$ cat src/hw/rtl/gpps_pkg.sv
// ----------------------------------------------------------------------------
// gpps_pkg
// Shared types and codes for the grid projection path stepper.
// ----------------------------------------------------------------------------
package gpps_pkg;

    localparam int COORD_BITS_DEF = 8;

    localparam int CFG_IDX_BITS  = 2;
    localparam int CFG_DATA_BITS = 9;
    localparam int IN_DATA_BITS  = 48;
    localparam int OUT_DATA_BITS = 24;

    // configuration register indexes
    localparam logic [CFG_IDX_BITS-1:0] CFG_MAX_RANGE  = 2'd0;
    localparam logic [CFG_IDX_BITS-1:0] CFG_MAP_WIDTH  = 2'd1;
    localparam logic [CFG_IDX_BITS-1:0] CFG_MAP_HEIGHT = 2'd2;

    localparam logic [7:0] MAX_RANGE_RST  = 8'd20;
    localparam logic [8:0] MAP_WIDTH_RST  = 9'd256;
    localparam logic [8:0] MAP_HEIGHT_RST = 9'd256;

    // input operations
    localparam logic OP_START  = 1'b0;
    localparam logic OP_REPORT = 1'b1;

    // result status codes
    localparam logic [1:0] ST_CELL    = 2'd0;
    localparam logic [1:0] ST_DONE    = 2'd1;
    localparam logic [1:0] ST_SAME    = 2'd2;
    localparam logic [1:0] ST_OUTSIDE = 2'd3;

    // major axis selection
    localparam logic [1:0] AX_VERT = 2'd0;
    localparam logic [1:0] AX_HORZ = 2'd1;
    localparam logic [1:0] AX_DIAG = 2'd2;

    typedef struct packed {
        logic [7:0] max_range;
        logic [8:0] map_width;
        logic [8:0] map_height;
    } cfg_t;

    // input item plus the line setup worked out ahead of the state update
    typedef struct packed {
        logic        op;
        logic [7:0]  x1;
        logic [7:0]  y1;
        logic [7:0]  x2;
        logic [7:0]  y2;
        logic [8:0]  range_limit;
        logic        tunnel;
        logic        stop_occ;
        logic        c_open;
        logic        c_walk;
        logic        c_perm;
        logic        c_occ;
        logic [1:0]  axis;
        logic [1:0]  dirs;
        logic [15:0] half;
        logic [16:0] slope;
    } prep_t;

    typedef struct packed {
        logic [7:0] path_length;
        logic [1:0] status;
        logic [7:0] cell_y;
        logic [7:0] cell_x;
    } result_t;

endpackage

$ cat src/hw/rtl/grid_projection_path_stepper.sv
// ----------------------------------------------------------------------------
// grid_projection_path_stepper
// Steps a line over a grid map one cell at a time, driven by flag reports.
// ----------------------------------------------------------------------------
// Usage:
//   Send a start transaction (s_tuser = 0) with origin, destination, range
//   and mode flags. The result is the first cell of the path (status 0) or
//   a terminal status (1 finished, 2 origin is destination, 3 endpoint off
//   the map). For each cell with status 0, send a report transaction
//   (s_tuser = 1) with that cell's flags; the result is the next cell or
//   status 1. A start at any time abandons the current path.
//   Configuration (max_range, map_width, map_height) is written through
//   cfg_we / cfg_index / cfg_wdata while no transaction is in flight.
// Pipeline:
//   An accepted input is held in the input register (deltas and the two
//   8x8 products are worked out ahead of it); the state update (fraction
//   add, compare and map/range check) is registered in the output register.
//   Throughput is one transaction per cycle while m_tready is high.
// Reset and stall:
//   Reset leaves the block idle with the default configuration. While
//   m_tready is low the result holds and at most one more input is taken
//   into the input register, if it is empty, before s_tready drops.
// ----------------------------------------------------------------------------
module grid_projection_path_stepper #(
    parameter int COORD_BITS = gpps_pkg::COORD_BITS_DEF
) (
    input  logic                                clk,
    input  logic                                rst_n,
    input  logic                                s_tvalid,
    output logic                                s_tready,
    // start_x[7:0] start_y[15:8] dest_x[23:16] dest_y[31:24] range_limit[40:32]
    // tunnel_mode[41] stop_at_occupied[42] open_flag[43] cell_walkable[44]
    // cell_permanent[45] cell_occupied[46] zero[47]
    input  logic [gpps_pkg::IN_DATA_BITS-1:0]   s_tdata,
    // op[0]
    input  logic                                s_tuser,
    output logic                                m_tvalid,
    input  logic                                m_tready,
    // cell_x[7:0] cell_y[15:8] path_length[23:16]
    output logic [gpps_pkg::OUT_DATA_BITS-1:0]  m_tdata,
    // status[1:0]
    output logic [1:0]                          m_tuser,
    input  logic                                cfg_we,
    input  logic [gpps_pkg::CFG_IDX_BITS-1:0]   cfg_index,
    input  logic [gpps_pkg::CFG_DATA_BITS-1:0]  cfg_wdata
);
    import gpps_pkg::*;

    cfg_t    cfg_reg;
    prep_t   item;
    result_t result;
    result_t out_reg;
    logic    s1_valid_reg, s1_valid_next;
    logic    m_valid_reg, m_valid_next;
    logic    adv, load, fire, busy;

    assign adv      = !m_valid_reg || m_tready;
    assign s_tready = !s1_valid_reg || adv;
    assign load     = s_tvalid && s_tready;
    assign fire     = s1_valid_reg && adv;

    assign s1_valid_next = load || (s1_valid_reg && !adv);
    assign m_valid_next  = fire || (m_valid_reg && !m_tready);

    gpps_prep #(
        .COORD_BITS(COORD_BITS)
    ) u_prep (
        .clk     (clk),
        .load    (load),
        .s_tdata (s_tdata),
        .s_tuser (s_tuser),
        .item    (item)
    );

    gpps_core u_core (
        .clk    (clk),
        .rst_n  (rst_n),
        .fire   (fire),
        .item   (item),
        .cfg    (cfg_reg),
        .result (result),
        .busy   (busy)
    );

    always_ff @(posedge clk or negedge rst_n)
    begin
        if (!rst_n)
        begin
            s1_valid_reg       <= 1'b0;
            m_valid_reg        <= 1'b0;
            cfg_reg.max_range  <= MAX_RANGE_RST;
            cfg_reg.map_width  <= MAP_WIDTH_RST;
            cfg_reg.map_height <= MAP_HEIGHT_RST;
        end
        else
        begin
            s1_valid_reg <= s1_valid_next;
            m_valid_reg  <= m_valid_next;
            if (cfg_we)
            begin
                case (cfg_index)
                    CFG_MAX_RANGE:  cfg_reg.max_range  <= cfg_wdata[7:0];
                    CFG_MAP_WIDTH:  cfg_reg.map_width  <= cfg_wdata;
                    CFG_MAP_HEIGHT: cfg_reg.map_height <= cfg_wdata;
                    default:        cfg_reg.max_range  <= cfg_reg.max_range;
                endcase
            end
        end
    end

    // hold the result until the downstream side takes it
    always_ff @(posedge clk)
    begin
        if (fire)
        begin
            out_reg <= result;
        end
    end

    assign m_tvalid = m_valid_reg;
    assign m_tdata  = {out_reg.path_length, out_reg.cell_y, out_reg.cell_x};
    assign m_tuser  = out_reg.status;

    a_cell_has_length: assert property (@(posedge clk) disable iff (!rst_n)
        (m_tvalid && m_tuser == ST_CELL) |-> (m_tdata[23:16] != 8'd0))
        else $error("emitted cell with zero path length");

    a_reject_is_empty: assert property (@(posedge clk) disable iff (!rst_n)
        (m_tvalid && (m_tuser == ST_SAME || m_tuser == ST_OUTSIDE))
        |-> (m_tdata == '0))
        else $error("rejected start carries cell or length data");

    a_busy_matches_result: assert property (@(posedge clk) disable iff (!rst_n)
        m_tvalid |-> ((m_tuser == ST_CELL) == busy))
        else $error("path state disagrees with pending result status");

endmodule

$ cat src/hw/rtl/gpps_prep.sv
// ----------------------------------------------------------------------------
// gpps_prep
// Input register: unpacks a transaction and precomputes the line setup
// (deltas, directions, major axis, the two products) for a start item.
// ----------------------------------------------------------------------------
module gpps_prep #(
    parameter int COORD_BITS = gpps_pkg::COORD_BITS_DEF
) (
    input  logic                               clk,
    input  logic                               load,
    input  logic [gpps_pkg::IN_DATA_BITS-1:0]  s_tdata,
    input  logic                               s_tuser,
    output gpps_pkg::prep_t                    item
);
    import gpps_pkg::*;

    localparam int         CW    = (COORD_BITS < 8) ? COORD_BITS : 8;
    localparam logic [7:0] CMASK = 8'((1 << CW) - 1);

    prep_t      item_reg;
    prep_t      item_next;
    logic [7:0] x1, y1, x2, y2;
    logic [7:0] ax, ay, minor_d;
    logic       x_neg, y_neg;
    logic [15:0] prod_xy, prod_sq;

    assign x1 = s_tdata[7:0]   & CMASK;
    assign y1 = s_tdata[15:8]  & CMASK;
    assign x2 = s_tdata[23:16] & CMASK;
    assign y2 = s_tdata[31:24] & CMASK;

    assign x_neg   = x2 < x1;
    assign y_neg   = y2 < y1;
    assign ax      = x_neg ? (x1 - x2) : (x2 - x1);
    assign ay      = y_neg ? (y1 - y2) : (y2 - y1);
    assign minor_d = (ay > ax) ? ax : ay;
    assign prod_xy = {8'd0, ax} * {8'd0, ay};
    assign prod_sq = {8'd0, minor_d} * {8'd0, minor_d};

    always_comb
    begin
        item_next             = '0;
        item_next.op          = s_tuser;
        item_next.x1          = x1;
        item_next.y1          = y1;
        item_next.x2          = x2;
        item_next.y2          = y2;
        item_next.range_limit = s_tdata[40:32];
        item_next.tunnel      = s_tdata[41];
        item_next.stop_occ    = s_tdata[42];
        item_next.c_open      = s_tdata[43];
        item_next.c_walk      = s_tdata[44];
        item_next.c_perm      = s_tdata[45];
        item_next.c_occ       = s_tdata[46];
        item_next.dirs        = {y_neg, x_neg};
        item_next.half        = prod_xy;
        if (ay > ax)
        begin
            item_next.axis  = AX_VERT;
            item_next.slope = {prod_sq, 1'b0};
        end
        else if (ax > ay)
        begin
            item_next.axis  = AX_HORZ;
            item_next.slope = {prod_sq, 1'b0};
        end
        else
        begin
            item_next.axis  = AX_DIAG;
            item_next.slope = '0;
        end
    end

    always_ff @(posedge clk)
    begin
        if (load)
        begin
            item_reg <= item_next;
        end
    end

    assign item = item_reg;

endmodule

$ cat src/hw/rtl/gpps_core.sv
// ----------------------------------------------------------------------------
// gpps_core
// Path state and single-pass step: start setup, flag report decision,
// one fractional line step and the range / map check before each emit.
// ----------------------------------------------------------------------------
module gpps_core (
    input  logic              clk,
    input  logic              rst_n,
    input  logic              fire,
    input  gpps_pkg::prep_t   item,
    input  gpps_pkg::cfg_t    cfg,
    output gpps_pkg::result_t result,
    output logic              busy
);
    import gpps_pkg::*;

    logic signed [9:0]  cur_x_reg, cur_x_next, cur_y_reg, cur_y_next;
    logic [7:0]         target_x_reg, target_x_next, target_y_reg, target_y_next;
    logic [1:0]         dirs_reg, dirs_next, axis_reg, axis_next;
    logic signed [19:0] frac_reg, frac_next;
    logic [16:0]        slope_reg, slope_next;
    logic [15:0]        half_reg, half_next;
    logic [7:0]         major_reg, major_next, minor_reg, minor_next;
    logic [7:0]         range_reg, range_next;
    logic [1:0]         mode_reg, mode_next;
    logic [7:0]         length_reg, length_next;
    logic               busy_reg, busy_next;

    logic               is_start, start_in, same_pt, stop_hit, do_step;
    logic [7:0]         eff_range;
    logic [1:0]         axis_u, dirs_u;
    logic [16:0]        slope_u;
    logic [15:0]        half_u;
    logic signed [19:0] frac_base, frac_sum, frac_wrap;
    logic signed [9:0]  base_x, base_y, step_x, step_y;
    logic [7:0]         minor_base, major_base, range_u, len_base;
    logic               move;
    logic signed [9:0]  nx, ny;
    logic signed [19:0] nf;
    logic [7:0]         nminor;
    logic [8:0]         used;
    logic               emit_ok;

    function automatic logic in_map(input logic signed [9:0] x, input logic signed [9:0] y,
                                    input cfg_t c);
        return !x[9] && !y[9] && (x[8:0] < c.map_width) && (y[8:0] < c.map_height);
    endfunction

    assign is_start  = (item.op == OP_START);
    assign start_in  = in_map({2'b00, item.x1}, {2'b00, item.y1}, cfg)
                    && in_map({2'b00, item.x2}, {2'b00, item.y2}, cfg);
    assign same_pt   = (item.x1 == item.x2) && (item.y1 == item.y2);
    assign eff_range = item.range_limit[8] ? cfg.max_range : item.range_limit[7:0];

    assign stop_hit = (mode_reg[0] ? item.c_perm : !(item.c_open | item.c_walk))
                   || (mode_reg[1] && item.c_occ)
                   || (cur_x_reg == $signed({2'b00, target_x_reg})
                       && cur_y_reg == $signed({2'b00, target_y_reg}));

    assign do_step = is_start ? (start_in && !same_pt) : (busy_reg && !stop_hit);

    // a start steps from the origin with a fresh line, a report from the current cell
    assign axis_u     = is_start ? item.axis  : axis_reg;
    assign dirs_u     = is_start ? item.dirs  : dirs_reg;
    assign slope_u    = is_start ? item.slope : slope_reg;
    assign half_u     = is_start ? item.half  : half_reg;
    assign frac_base  = is_start ? 20'sd0     : frac_reg;
    assign base_x     = is_start ? $signed({2'b00, item.x1}) : cur_x_reg;
    assign base_y     = is_start ? $signed({2'b00, item.y1}) : cur_y_reg;
    assign minor_base = is_start ? 8'd0 : minor_reg;
    assign major_base = is_start ? 8'd0 : major_reg;
    assign range_u    = is_start ? eff_range : range_reg;
    assign len_base   = is_start ? 8'd0 : length_reg;

    assign step_x = dirs_u[0] ? -10'sd1 : 10'sd1;
    assign step_y = dirs_u[1] ? -10'sd1 : 10'sd1;

    assign frac_sum  = frac_base + $signed({3'b000, slope_u});
    assign frac_wrap = frac_sum - $signed({3'b000, half_u, 1'b0});
    assign move      = (is_start || slope_u != 17'd0)
                    && (frac_sum > $signed({4'b0000, half_u}));

    always_comb
    begin
        nx     = base_x;
        ny     = base_y;
        nf     = frac_base;
        nminor = minor_base;
        case (axis_u)
            AX_DIAG:
            begin
                nx = base_x + step_x;
                ny = base_y + step_y;
            end
            AX_VERT:
            begin
                ny     = base_y + step_y;
                nx     = move ? (base_x + step_x) : base_x;
                nf     = move ? frac_wrap : frac_sum;
                nminor = minor_base + {7'd0, move};
            end
            AX_HORZ:
            begin
                nx     = base_x + step_x;
                ny     = move ? (base_y + step_y) : base_y;
                nf     = move ? frac_wrap : frac_sum;
                nminor = minor_base + {7'd0, move};
            end
            default:
            begin
                nx = base_x;
            end
        endcase
    end

    assign used = (axis_u == AX_DIAG) ? ({1'b0, major_base} + {2'b00, major_base[7:1]})
                                      : ({1'b0, major_base} + {2'b00, nminor[7:1]});
    assign emit_ok = (used < {1'b0, range_u}) && in_map(nx, ny, cfg);

    always_comb
    begin
        cur_x_next    = cur_x_reg;
        cur_y_next    = cur_y_reg;
        target_x_next = target_x_reg;
        target_y_next = target_y_reg;
        dirs_next     = dirs_reg;
        axis_next     = axis_reg;
        frac_next     = frac_reg;
        slope_next    = slope_reg;
        half_next     = half_reg;
        major_next    = major_reg;
        minor_next    = minor_reg;
        range_next    = range_reg;
        mode_next     = mode_reg;
        length_next   = len_base;
        busy_next     = 1'b0;

        result             = '0;
        result.status      = ST_DONE;
        result.path_length = len_base;

        if (is_start)
        begin
            if (!start_in)
            begin
                result.status = ST_OUTSIDE;
            end
            else if (same_pt)
            begin
                result.status = ST_SAME;
            end
            else
            begin
                range_next    = eff_range;
                mode_next     = {item.stop_occ, item.tunnel};
                target_x_next = item.x2;
                target_y_next = item.y2;
                dirs_next     = item.dirs;
                axis_next     = item.axis;
                half_next     = item.half;
                slope_next    = item.slope;
            end
        end

        if (do_step)
        begin
            cur_x_next = nx;
            cur_y_next = ny;
            frac_next  = nf;
            minor_next = nminor;
            major_next = major_base;
            if (emit_ok)
            begin
                major_next         = major_base + 8'd1;
                length_next        = len_base + 8'd1;
                busy_next          = 1'b1;
                result.cell_x      = nx[7:0];
                result.cell_y      = ny[7:0];
                result.status      = ST_CELL;
                result.path_length = len_base + 8'd1;
            end
        end
    end

    always_ff @(posedge clk or negedge rst_n)
    begin
        if (!rst_n)
        begin
            cur_x_reg    <= '0;
            cur_y_reg    <= '0;
            target_x_reg <= '0;
            target_y_reg <= '0;
            dirs_reg     <= '0;
            axis_reg     <= AX_VERT;
            frac_reg     <= '0;
            slope_reg    <= '0;
            half_reg     <= '0;
            major_reg    <= '0;
            minor_reg    <= '0;
            range_reg    <= '0;
            mode_reg     <= '0;
            length_reg   <= '0;
            busy_reg     <= 1'b0;
        end
        else if (fire)
        begin
            cur_x_reg    <= cur_x_next;
            cur_y_reg    <= cur_y_next;
            target_x_reg <= target_x_next;
            target_y_reg <= target_y_next;
            dirs_reg     <= dirs_next;
            axis_reg     <= axis_next;
            frac_reg     <= frac_next;
            slope_reg    <= slope_next;
            half_reg     <= half_next;
            major_reg    <= major_next;
            minor_reg    <= minor_next;
            range_reg    <= range_next;
            mode_reg     <= mode_next;
            length_reg   <= length_next;
            busy_reg     <= busy_next;
        end
    end

    assign busy = busy_reg;

endmodule

$ cat config.mk
export PLATFORM = sky130hd
export DESIGN_NAME = grid_projection_path_stepper
export DESIGN_NICKNAME = d
export VERILOG_FILES = /design/src/hw/rtl/gpps_pkg.sv /design/src/hw/rtl/grid_projection_path_stepper.sv /design/src/hw/rtl/gpps_prep.sv /design/src/hw/rtl/gpps_core.sv
export SDC_FILE = /design/constraint.sdc
export NUM_CORES = 1
export LEC_CHECK = 0
export ABC_AREA = 1
export BUFFER_PORTS_ARGS = -buffer_cell sky130_fd_sc_hd__buf_2
export CAP_MARGIN = 15
export CORE_UTILIZATION = 36
export DETAILED_ROUTE_END_ITERATION = 10
export SLEW_MARGIN = 20
export SYNTH_ARGS = -nofsm -noshare
export SYNTH_HDL_FRONTEND = slang
export SYNTH_HIERARCHICAL = 1
export SYNTH_SLANG_ARGS = --single-unit
$ cat constraint.sdc
create_clock -name clk -period 8.8 [get_ports clk]
set_clock_uncertainty 0.15 [all_clocks]
set_input_delay 0.88 -clock clk [delete_from_list [all_inputs] [get_ports clk]]
set_output_delay 0.88 -clock clk [all_outputs]
set_load 0.005 [all_outputs]
**After elaboration in Yosys (flattened, before gate mapping)**

Cells that the tools add are included.

- Bits in registers: 267
- Input port bits: 65
- Logic and storage cells: 164

- Reduce and logical (&&, ||, !) cells: 45
- Mux-type cells: 40
- Equality and inequality tests: 8
- Bitwise logic cells: 3
- $mul: 2
- Add/sub/neg operators: 13
- Order comparisons: 12

Operator list:

| operator | count |
|---|---|
| $mux W8 | 12 |
| $mux W10 | 6 |
| $mux W20 | 3 |
| $mux W26 | 2 |
| $mux W17 | 3 |
| $pmux W10 S2 | 2 |
| $lt A8 B9 Y1 | 4 |
| $mul A8 B8 Y16 | 2 |
| $sub A8 B8 Y8 | 4 |
| $add A10 B10 Y10 | 2 |
| $add A20 B18 Y20 | 1 |
| $eq A10 B9 Y1 | 2 |
| $gt A20 B17 Y1 | 1 |
| $sub A20 B18 Y20 | 1 |
| $add A8 B7 Y9 | 2 |
| $lt A9 B9 Y1 | 2 |
| $logic_and A1 B1 Y1 | 17 |
| $reduce_bool A17 Y1 | 1 |
| $add A8 B1 Y8 const B | 2 |
| $eq A8 B8 Y1 | 2 |
| $gt A8 B8 Y1 | 2 |
| $lt A8 B8 Y1 | 2 |
| $mux W16 | 1 |
| $mux W2 | 6 |
| 14 further kinds | 41 |

**Longest topological paths before layout**

Gate-level depths: netlist of the first run.

- Depth in word-level cells: 13
- Mapped depth: 63

**Cells and area by module**

Netlist of the first run, hierarchy kept.

By module, submodules not included:

| module | times used | seq. area each (µm²) | area each (µm²) | cells each |
|---|---|---|---|---|
| gpps_core | 1 | 3203.1 | 12251.8 | 1830 |
| gpps_prep | 1 | 2492.4 | 8408.1 | 934 |
| grid_projection_path_stepper | 1 | 1486.4 | 1979.4 | 153 |

**Least setup slack after synthesis of the first run**

OpenSTA, ideal clock, no wires.

- Path type: register to register
- Start: reg u_prep.item_reg (netlist bit u_prep/item[84])
- End: reg out_reg (netlist bit m_tdata[19]) (data pin)
- Data arrival time: 8121 ps
- Cell stages (with the launch flop): 61
- Data required time: 8395 ps
- Buffers on the path: 11
- Slack: 274 ps
- Library setup time: 255 ps
- Cells stage by stage: edfxtp_1 > buf_4 > buf_2 > buf_2 > buf_2 > buf_2 > buf_1 > buf_1 > nand2_1 > inv_1 > ha_1 > nand2_1 > inv_1 > a21oi_1 > o21ai_1 > a21oi_1 > xnor2_1 > ha_1 > [... 25 more ...] > a21oi_1 > o21ai_0 > a21o_1 > a21oi_1 > xor2_1 > ha_1 > nor3_1 > o2111ai_1 > nor2_1 > o21ai_0 > a21oi_1 > nand3_1 > nor2_4 > nand3_4 > nor2_8 > buf_6 > nand3_1 > and2_1

RTL lines:

| element | line | RTL |
|---|---|---|
| from (decl) | gpps_prep.sv:20 | `prep_t item_reg;` |
| from (signal assigned) | gpps_prep.sv:78 | `item_reg <= item_next;` |
| to (signal assigned) | grid_projection_path_stepper.sv:116 | `out_reg <= result;` |
| to (decl) | grid_projection_path_stepper.sv:52 | `result_t out_reg;` |

==> metrics.md, run 1 <==
| Metric | Value |
|---|---|
| # port buffers | 91 |
| Slew @ Worst Pin | 0.9686 ns |
| Die X | 252.8 um |
| Ratio of final minimum period to clock period | 93.40% |
| Yosys warns | 6 |
| FP Rows | 91 |
| Post-Synth Adder-Cell Area | 19.62% |
| Final global-route overflow total | 0 |
| CP max FO | 8 |
| WL/cell | 15.15 um |
| Initial core utilization | 36.55% |
| Worst flop-to-flop path startpoint | u_prep/item[84] |
| Distinct cell type count after synthesis | 64 |
| First-pass GRT wire length | 94.56 mm |
| Post-synth EDFFs | 109 |
| Multiplexer share of the synthesized area | 0.4421% |
| Max reg flops | 83 |
| CP dominant cell by count | ha_1 |
| Commonest non-fill, non-tap cells in the layout | nand2_1 (807), inv_1 (422), ha_1 (243), o21ai_0 (211), nor2_1 (158) |
| Drt total wl | 58.59 mm |
| H-tree Lvls | 2 |
| RR Endpoint | m_tdata[22] |
| Worst EP arrival | 8.37 ns |
| Final setup viols | 0 |
| Skew-Pair Late Insertion Delay | 0.55 ns |
| Multi-input gate area | 13420 um^2 |
| Fillers | 6450 |
| Yosys top cell area share | 16.80% |
| DR iter-0 viols | 1219 |
| P&R area growth vs syn | 11.26% |
| Slowest cell on crit path | edfxtp_1 |
| Post-CTS Hold Buffers | 0 |
| Hold Violations, Final | 0 |
| CTS clock-pin slew for the worst setup and hold paths | 0.06 ns |
| Post-synthesis cell area | 22640 um^2 |
| Number of diodes | 0 |
| Initial antenna violation count | 0 |
| Max Cap Viol | 0 |
| Rel. slew slack | 35.42% |
| Sink Count | 265 |
| Mean Syn Cell Area | 7.761 um^2 |
| Status | finished, final reports clean |
| Largest family of logic cells by synthesized area | simple AND/OR/NAND/NOR gates |
| Fin crit period | 8.220 ns |
| Dominant cells by area after synthesis | dfrtp_1 (17%), edfxtp_1 (14%), ha_1 (13%) |
| Die Footprint | 63890 um^2 |
| # IOs | 93 |
| Total track usage | 18.63% |
| Clk buf depth | 3 |
| CTS tree | done |
| Pre-CTS setup slack | 0.2683 ns |
| HPWL Detailed | 44.92 mm |
| Fraction of registers with async set/reset | 58.87% |
| Crit-path leading delay family | simple AND/OR/NAND/NOR gates |
| Fin worst setup slack | 0.5805 ns |
| Worst min path class | in2async |
| CP Buf/Inv Count | 4 |
| Largest net degree at the start of global routing | 89 |
| TritonCTS buffer count | 34 |
| DRC Markers | 0 |
| DR vias | 18900 |
| Share of cells above drive strength 1 | 9.571% |
| Crit Path Category | reg2reg |
| Final nets | 3383 |
| Max incr delay on CP | 0.51 ns |
| Seq cells post-synth | 265 |
| Vias in the first global route | 17935 |
| FF/Latch Area | 7182 um^2 |
| Post-synthesis sequential area ratio | 31.72% |
| Cells after Synth | 2917 |
| Commonest non-fill, non-tap cell in the layout | nand2_1 |
| Reg2reg setup slack | 0.58 ns |
| CP required | 8.95 ns |
| Reg2Reg Depth | 46 |
| Simple-gate share of the synthesized area | 23.14% |
| Max Slew Vio Count | 0 |
| Clock Tree Root | clkbuf_16 |
| Pre-antenna DRT Iters | 5 |
| Cell taking the most area after synthesis | dfrtp_1 |
| DIE HEIGHT | 252.8 um |
| Nature of the critical path startpoint | register |
| Post-synthesis compound-gate area fraction | 11.51% |
| DRT antenna net count | 0 |
| Vias per inst | 4.888 |
| F_max | 121.7 MHz |
| Worst Setup End Kind | register |
| Primary FF master, synth | dfrtp_1 |
| GPL Wtd Cong | 0.8791 |
| Synth Area in XOR/XNOR | 4.294% |
| Std-Cell Core Area | 61940 um^2 |
[synth_stat cells (all sizes together), types with 2 or more instances]
cell type,instances
mux2,8
nor4,6
buf,38
a21boi,2
o21ai,241
nor3b,3
inv,448
fa,70
o211ai,22
edfxtp,109
o31ai,3
o21bai,8
nor3,26
dfstp,4
and2,7
nand3,120
a21o,6
xor2,75
nand3b,4
clkbuf,37
or2,11
a21oi,150
a211oi,4
ha,243
xnor2,36
dfrtp,152
nand2,831
nand4,49
a2bb2oi,6
nor2,172
o2111ai,5
o21a,3
clkinv,2
a31oi,5
a311oi,2
[repair_timing]
item	4_1_cts	5_1_grt
setup buffers	0	6
endpoints found under the setup margin	0	42
resized for setup	0	12
[through the flow]
stage	instance area, um^2	setup TNS (ns)	util (%)	instances	hold slack [ns]
finish	25190	0	40.67	3867	0.2267
global route	25190	-0.4632	40.67	3867	0.3183
CTS	25100	0	40.52	3860	0.2813
detailed placement	23980	0	38.72	3799	0.3020
global placement	23980	0	38.72	3799	0.2959
floorplan	22640	0	-	2918	0.2754
[cell families after synthesis]
family,after synthesis
and+or+nand+nor,1231
buffers and inverters,525
xor gates and xnor gates,111
other,1
muxes,9
AOI/OAI and AO/OA,462
adders and majority gates,313
DFF,265
[metal layers]
| layer | vias to the layer above | part of all wire [%] | routed length [um] | track usage (%) |
|---|---|---|---|---|
| met3 | 69 | 4.6 | 2690 | 2.313 |
| li1 | 9645 | - | - | - |
| met1 | 8814 | 48 | 27840 | 26.23 |
| met4 | 0 | 2.0 | 1151 | 4.762 |
| met2 | 372 | 46 | 26900 | 30.11 |
| met5 | - | 0 | 0 | 0 |
[worst max path at each step]
stage	depth (start not counted)	to	startpoint	slack, ns
4_1_cts	48	m_tdata[16]	u_prep/item[84]	0.23
3_3_place_gp	52	m_tdata[16]	u_prep/item[84]	0.25
2_1_floorplan	60	m_tdata[19]	u_prep/item[84]	0.27
6_report	46	m_tdata[22]	u_prep/item[84]	0.58
3_5_place_dp	52	m_tdata[16]	u_prep/item[84]	0.27
5_1_grt	48	m_tdata[20]	u_prep/item[84]	-0.1
[final cells by class]
type / count / area share, %
multi-input cells: 2129 / 53.28
flip-flops and latches: 265 / 28.51
inverters: 450 / 6.751
well taps: 837 / 4.158
clock buffers: 50 / 3.820
repair buffers: 125 / 2.851
clock inverters: 11 / 0.6259
Power of run 1 is left out: the tool's default activity adds up to more than one toggle a clock period on the data nets, which glitch-free logic cannot reach.
==> run 2: changes to the inputs <==
clock period = 10.4 ns   (was 8.8 ns; I/O delays follow)
==> run 2 against run 1 <==
Worst setup slack better by 0.80 ns. Highest routed layer unchanged. Non-clock buffer count is 16 lower. Flip-flop and latch count stayed put. First-iteration DRC count is 1.6% lower. Via count is 1.0% lower. Fmax is 8.9% lower. Final cell count is 0.52% lower. Routed wire length is 1.2% lower.
==> metrics.md, run 2 (synthesis results as in run 1) <==
| Metric | Value |
|---|---|
| Status | finished, final reports clean |
| Slowest cell on crit path | edfxtp_1 |
| DRC Markers | 0 |
| DIE HEIGHT | 252.8 um |
| Max reg flops | 83 |
| TritonCTS buffer count | 31 |
| RSZ-0062 raised after global routing | no |
| Crit path from | u_prep/item[84] |
| Rel. slew slack | 33.87% |
| Drt total wl | 57.89 mm |
| DRT antenna net count | 0 |
| Number of diodes | 0 |
| DR iter-0 viols | 1199 |
| Hold EP | u_core/mode_reg[0] |
| Commonest non-fill, non-tap cells in the layout | nand2_1 (807), inv_1 (422), ha_1 (243), o21ai_0 (215), nor2_1 (158) |
| CTS tree | done |
| CP Buf/Inv Count | 6 |
| Max incr delay on CP | 0.59 ns |
| HPWL Detailed | 44.40 mm |
| FP Rows | 91 |
| Clk buf depth | 3 |
| WL/cell | 15.05 um |
| Pre-antenna DRT Iters | 5 |
| Final setup viols | 0 |
| Final nets | 3363 |
| Fin crit period | 9.021 ns |
| GPL Wtd Cong | 0.8693 |
| Die X | 252.8 um |
| Reg2reg setup slack | 1.38 ns |
| Post-CTS Setup Inserts | 0 |
| H-tree Lvls | 1 |
| # IOs | 93 |
| Fin worst setup slack | 1.379 ns |
| Placed cell area | 23910 um^2 |
| Hold_sp | u_prep/item[42] |
| Total track usage | 18.23% |
| Crit Path Category | reg2reg |
| Largest net degree at the start of global routing | 90 |
| WHS Path Cells | 2 |
| Clock Tree Root | clkbuf_16 |
| Die Footprint | 63890 um^2 |
| Share of cells above drive strength 1 | 9.037% |
| Fin area | 24990 um^2 |
| Vias in the first global route | 17532 |
| Util after Layout | 40.34% |
| Worst EP arrival | 9.35 ns |
| Sink Count | 265 |
| Initial antenna violation count | 0 |
| F_max | 110.9 MHz |
| Setup_tns | 0 ns |
| Initial core utilization | 36.55% |
| Slew @ Worst Pin | 0.9816 ns |
| First-pass GRT wire length | 93.52 mm |
| Hold Violations, Final | 0 |
| Final global-route overflow total | 0 |
| DR vias | 18711 |
| CP max FO | 22 |
| RR Endpoint | m_tdata[16] |
| CP required | 10.73 ns |
| Worst min path class | reg2reg |
| Commonest non-fill, non-tap cell in the layout | nand2_1 |
| Skew-Pair Late Insertion Delay | 0.60 ns |
| Crit-path leading delay family | simple AND/OR/NAND/NOR gates |
| Std-Cell Core Area | 61940 um^2 |
| Vias per inst | 4.864 |
| Nature of the critical path startpoint | register |
| CTS clock-pin slew for the worst setup and hold paths | 0.06 ns |
| Ratio of final minimum period to clock period | 86.74% |
| Post-CTS Hold Buffers | 0 |
| P&R area growth vs syn | 10.37% |
| Post-CTS sizing | 0 |
| Reg2Reg Depth | 47 |
| Worst flop-to-flop path startpoint | u_prep/item[84] |
| # port buffers | 91 |
| Max Slew Vio Count | 0 |
| Max Cap Viol | 0 |
| Pre-CTS setup slack | 1.418 ns |
| Worst Setup End Kind | register |
==> run 2: changes by cell type in the layout (fill, tap and decap cells not counted), sizes merged <==
| cell | before | now |
|---|---|---|
| bufinv | 3 | 5 |
| buf | 124 | 109 |
| nor2 | 173 | 172 |
| clkinv | 7 | 14 |
| clkbuf | 51 | 37 |
| inv | 450 | 449 |
| clkinvlp | 1 | 3 |
==> run 2: final cells by class <==
| cell class | instances | area (um^2) |
|---|---|---|
| inverters | 450 | 1698 |
| repair buffers | 109 | 596.8 |
| multi-input cells | 2128 | 13380 |
| flip-flops and latches | 265 | 7182 |
| fillers | 6399 | 36950 |
| well taps | 837 | 1047 |
| clock inverters | 21 | 262.8 |
| clock buffers | 37 | 818.3 |
==> run 2: tightest hold or removal path: stages (launching register included) <==
cell and delay [ns]:
edfxtp_1 0.33, nand2_1 0.05, nand2_1 0.05
==> run 2: metrics by stage <==
stage,hold slack (ns),instances
finish,0.3134,3847
detailed placement,0.3008,3789
global placement,0.3008,3789
CTS,0.3151,3847
global route,0.3234,3847
floorplan,0.2754,2918
==> run 2: metal layers <==
metal / share of wire, % / vias to the layer above / routed length (um) / global-route usage [%]
met3: 4.6 / 55 / 2687 / 1.933
met5: 0 / - / 0 / 0
met4: 1.6 / 0 / 925 / 3.827
met1: 49 / 8682 / 28080 / 26.16
li1: - / 9586 / - / -
met2: 45 / 388 / 26200 / 29.51
==> run 2: worst max-delay path by stage <==
stage | slack, ns | endpoint | cells after the start
2_1_floorplan | 1.87 | m_tdata[19] | 60
3_3_place_gp | 1.44 | m_tdata[16] | 51
3_5_place_dp | 1.42 | m_tdata[16] | 47
4_1_cts | 1.35 | m_tdata[16] | 47
5_1_grt | 0.42 | m_tdata[16] | 51
6_report | 1.38 | m_tdata[16] | 47
Power of run 2 is left out for the same reason.
==> run 3: changes to the inputs <==
CORE_ASPECT_RATIO = 0.8   (was unset)
CTS_CLUSTER_SIZE = 8   (was unset)
clock period = 7.8 ns   (was 10.4 ns; I/O delays follow)
==> run 3 against run 2 <==
The run now ends with negative hold slack left. Utilization up 2.6 points. Largest cell class unchanged. Sequential share of layout area down 1.6 points. Critical path type unchanged. Clock-buffer cell count up 31. Design area grew 6.0%. Routed wire length grew 4.3%. Critical path depth down 1. Via count up 3.7%. Register-to-register slack worse by 1.1 ns. Flip-flop and latch count stayed put.
==> metrics.md, run 3 (synthesis results as in run 1) <==
| Metric | Value |
|---|---|
| Status | finished with violations |
| Failing checks | negative hold slack |
| Fin worst setup slack | 0.3266 ns |
| Crit-path leading delay family | simple AND/OR/NAND/NOR gates |
| Max Slew Vio Count | 0 |
| Die Footprint | 63900 um^2 |
| Clock Tree Root | clkbuf_16 |
| Fin Hold WS | -0.009209 ns |
| CTS clock-pin slew for the worst setup and hold paths | 0.05 ns |
| Ratio of final minimum period to clock period | 95.81% |
| Initial core utilization | 36.74% |
| Commonest non-fill, non-tap cell in the layout | nand2_1 |
| Max incr delay on CP | 0.43 ns |
| DIE HEIGHT | 226.3 um |
| Slowest cell on crit path | edfxtp_1 |
| Reg2reg setup slack | 0.33 ns |
| DRT antenna net count | 0 |
| Skew-Pair Late Insertion Delay | 0.57 ns |
| HPWL Detailed | 46.74 mm |
| Total track usage | 19.07% |
| Worst min path class | in2async |
| Fillers | 6314 |
| WL/cell | 15.21 um |
| Rel. slew slack | 38.62% |
| Pre-CTS setup slack | 0.09109 ns |
| Vias in the first global route | 17656 |
| Largest net degree at the start of global routing | 91 |
| P&R area growth vs syn | 16.98% |
| Std-Cell Core Area | 61620 um^2 |
| CP max FO | 14 |
| GPL Wtd Cong | 0.9169 |
| Post-CTS Hold Buffers | 0 |
| Crit Path Category | reg2reg |
| # IOs | 93 |
| FP Rows | 81 |
| Commonest non-fill, non-tap cells in the layout | nand2_1 (796), inv_1 (420), ha_1 (229), o21ai_0 (202), nor2_1 (156) |
| Drt total wl | 60.37 mm |
| Reg2Reg Depth | 46 |
| Initial antenna violation count | 0 |
| RR Endpoint | m_tdata[16] |
| Max reg flops | 83 |
| H-tree Lvls | 2 |
| Final setup viols | 0 |
| Worst EP arrival | 7.64 ns |
| DR iter-0 viols | 1537 |
| F_max | 133.8 MHz |
| Worst flop-to-flop path startpoint | u_prep/item[84] |
| Die X | 282.4 um |
| Worst Setup End Kind | register |
| Final global-route overflow total | 0 |
| CTS tree | done |
| CP required | 7.97 ns |
| # port buffers | 91 |
| Sink Count | 265 |
| Number of diodes | 0 |
| Share of cells above drive strength 1 | 14.46% |
| Final nets | 3488 |
| Vias per inst | 4.888 |
| Util after Layout | 42.98% |
| Clk buf depth | 3 |
| Fin crit period | 7.473 ns |
| Slew @ Worst Pin | 0.8975 ns |
| Nature of the critical path startpoint | register |
| DR vias | 19405 |
| Max Cap Viol | 0 |
| CP Buf/Inv Count | 8 |
| Pre-antenna DRT Iters | 6 |
| DRC Markers | 0 |
| First-pass GRT wire length | 96.18 mm |
| TritonCTS buffer count | 40 |
| Hold Violations, Final | 3 |
run 3: cell types whose count changed in the layout (fill, tap and decap cells not counted), sizes merged:
cell and change:
clkbuf +32, clkinv -7, nor2 +1, buf +114, clkinvlp -3, inv -2
bufinv -5
run 3: per-layer routing:
metal  global-route usage (%)  vias to the layer above  wire [um]
met1                    30.12                     9032      31320
met4                    3.627                        0        810
li1                         -                     9848          -
met3                    2.968                       48       3807
met5                        0                        -          0
met2                    26.98                      477      24420
run 3: area by class of cell:
type / instances / area [um^2] / share of cell area, %
clock buffer: 68 / 1147 / 4.332
clock inverter: 4 / 60.06 / 0.2268
timing repair buffer: 224 / 1516 / 5.726
inverter: 450 / 1698 / 6.411
tap: 830 / 1039 / 3.921
sequential: 265 / 7182 / 27.12
multi-input combinational: 2129 / 13840 / 52.27
run 3: worst max path at each step:
stage	end	depth (start not counted)	slack (ns)	from
global route	m_tdata[16]	46	-0.10	u_prep/item[84]
global placement	u_prep/item[12]	38	0.13	s_tdata[24]
detailed placement	u_prep/item[12]	38	0.09	s_tdata[24]
floorplan	m_tdata[19]	55	0.008	u_prep/item[84]
CTS	m_tdata[22]	46	0.06	u_prep/item[84]
finish	m_tdata[16]	46	0.33	u_prep/item[84]
run 3: repair_timing:
item,4_1_cts,5_1_grt
gates resized for setup,0,76
buffers inserted,0,17
endpoints found under the setup margin,0,42
run 3: per-stage QoR:
stage               setup TNS, ns  instance area [um^2]  instances
finish                          0                 26480       3970
global route               -2.227                 26480       3970
CTS                             0                 25990       3950
detailed placement              0                 24780       3878
global placement                0                 24780       3878
floorplan                       0                 22830       2918
Power of run 3 is left out for the same reason.
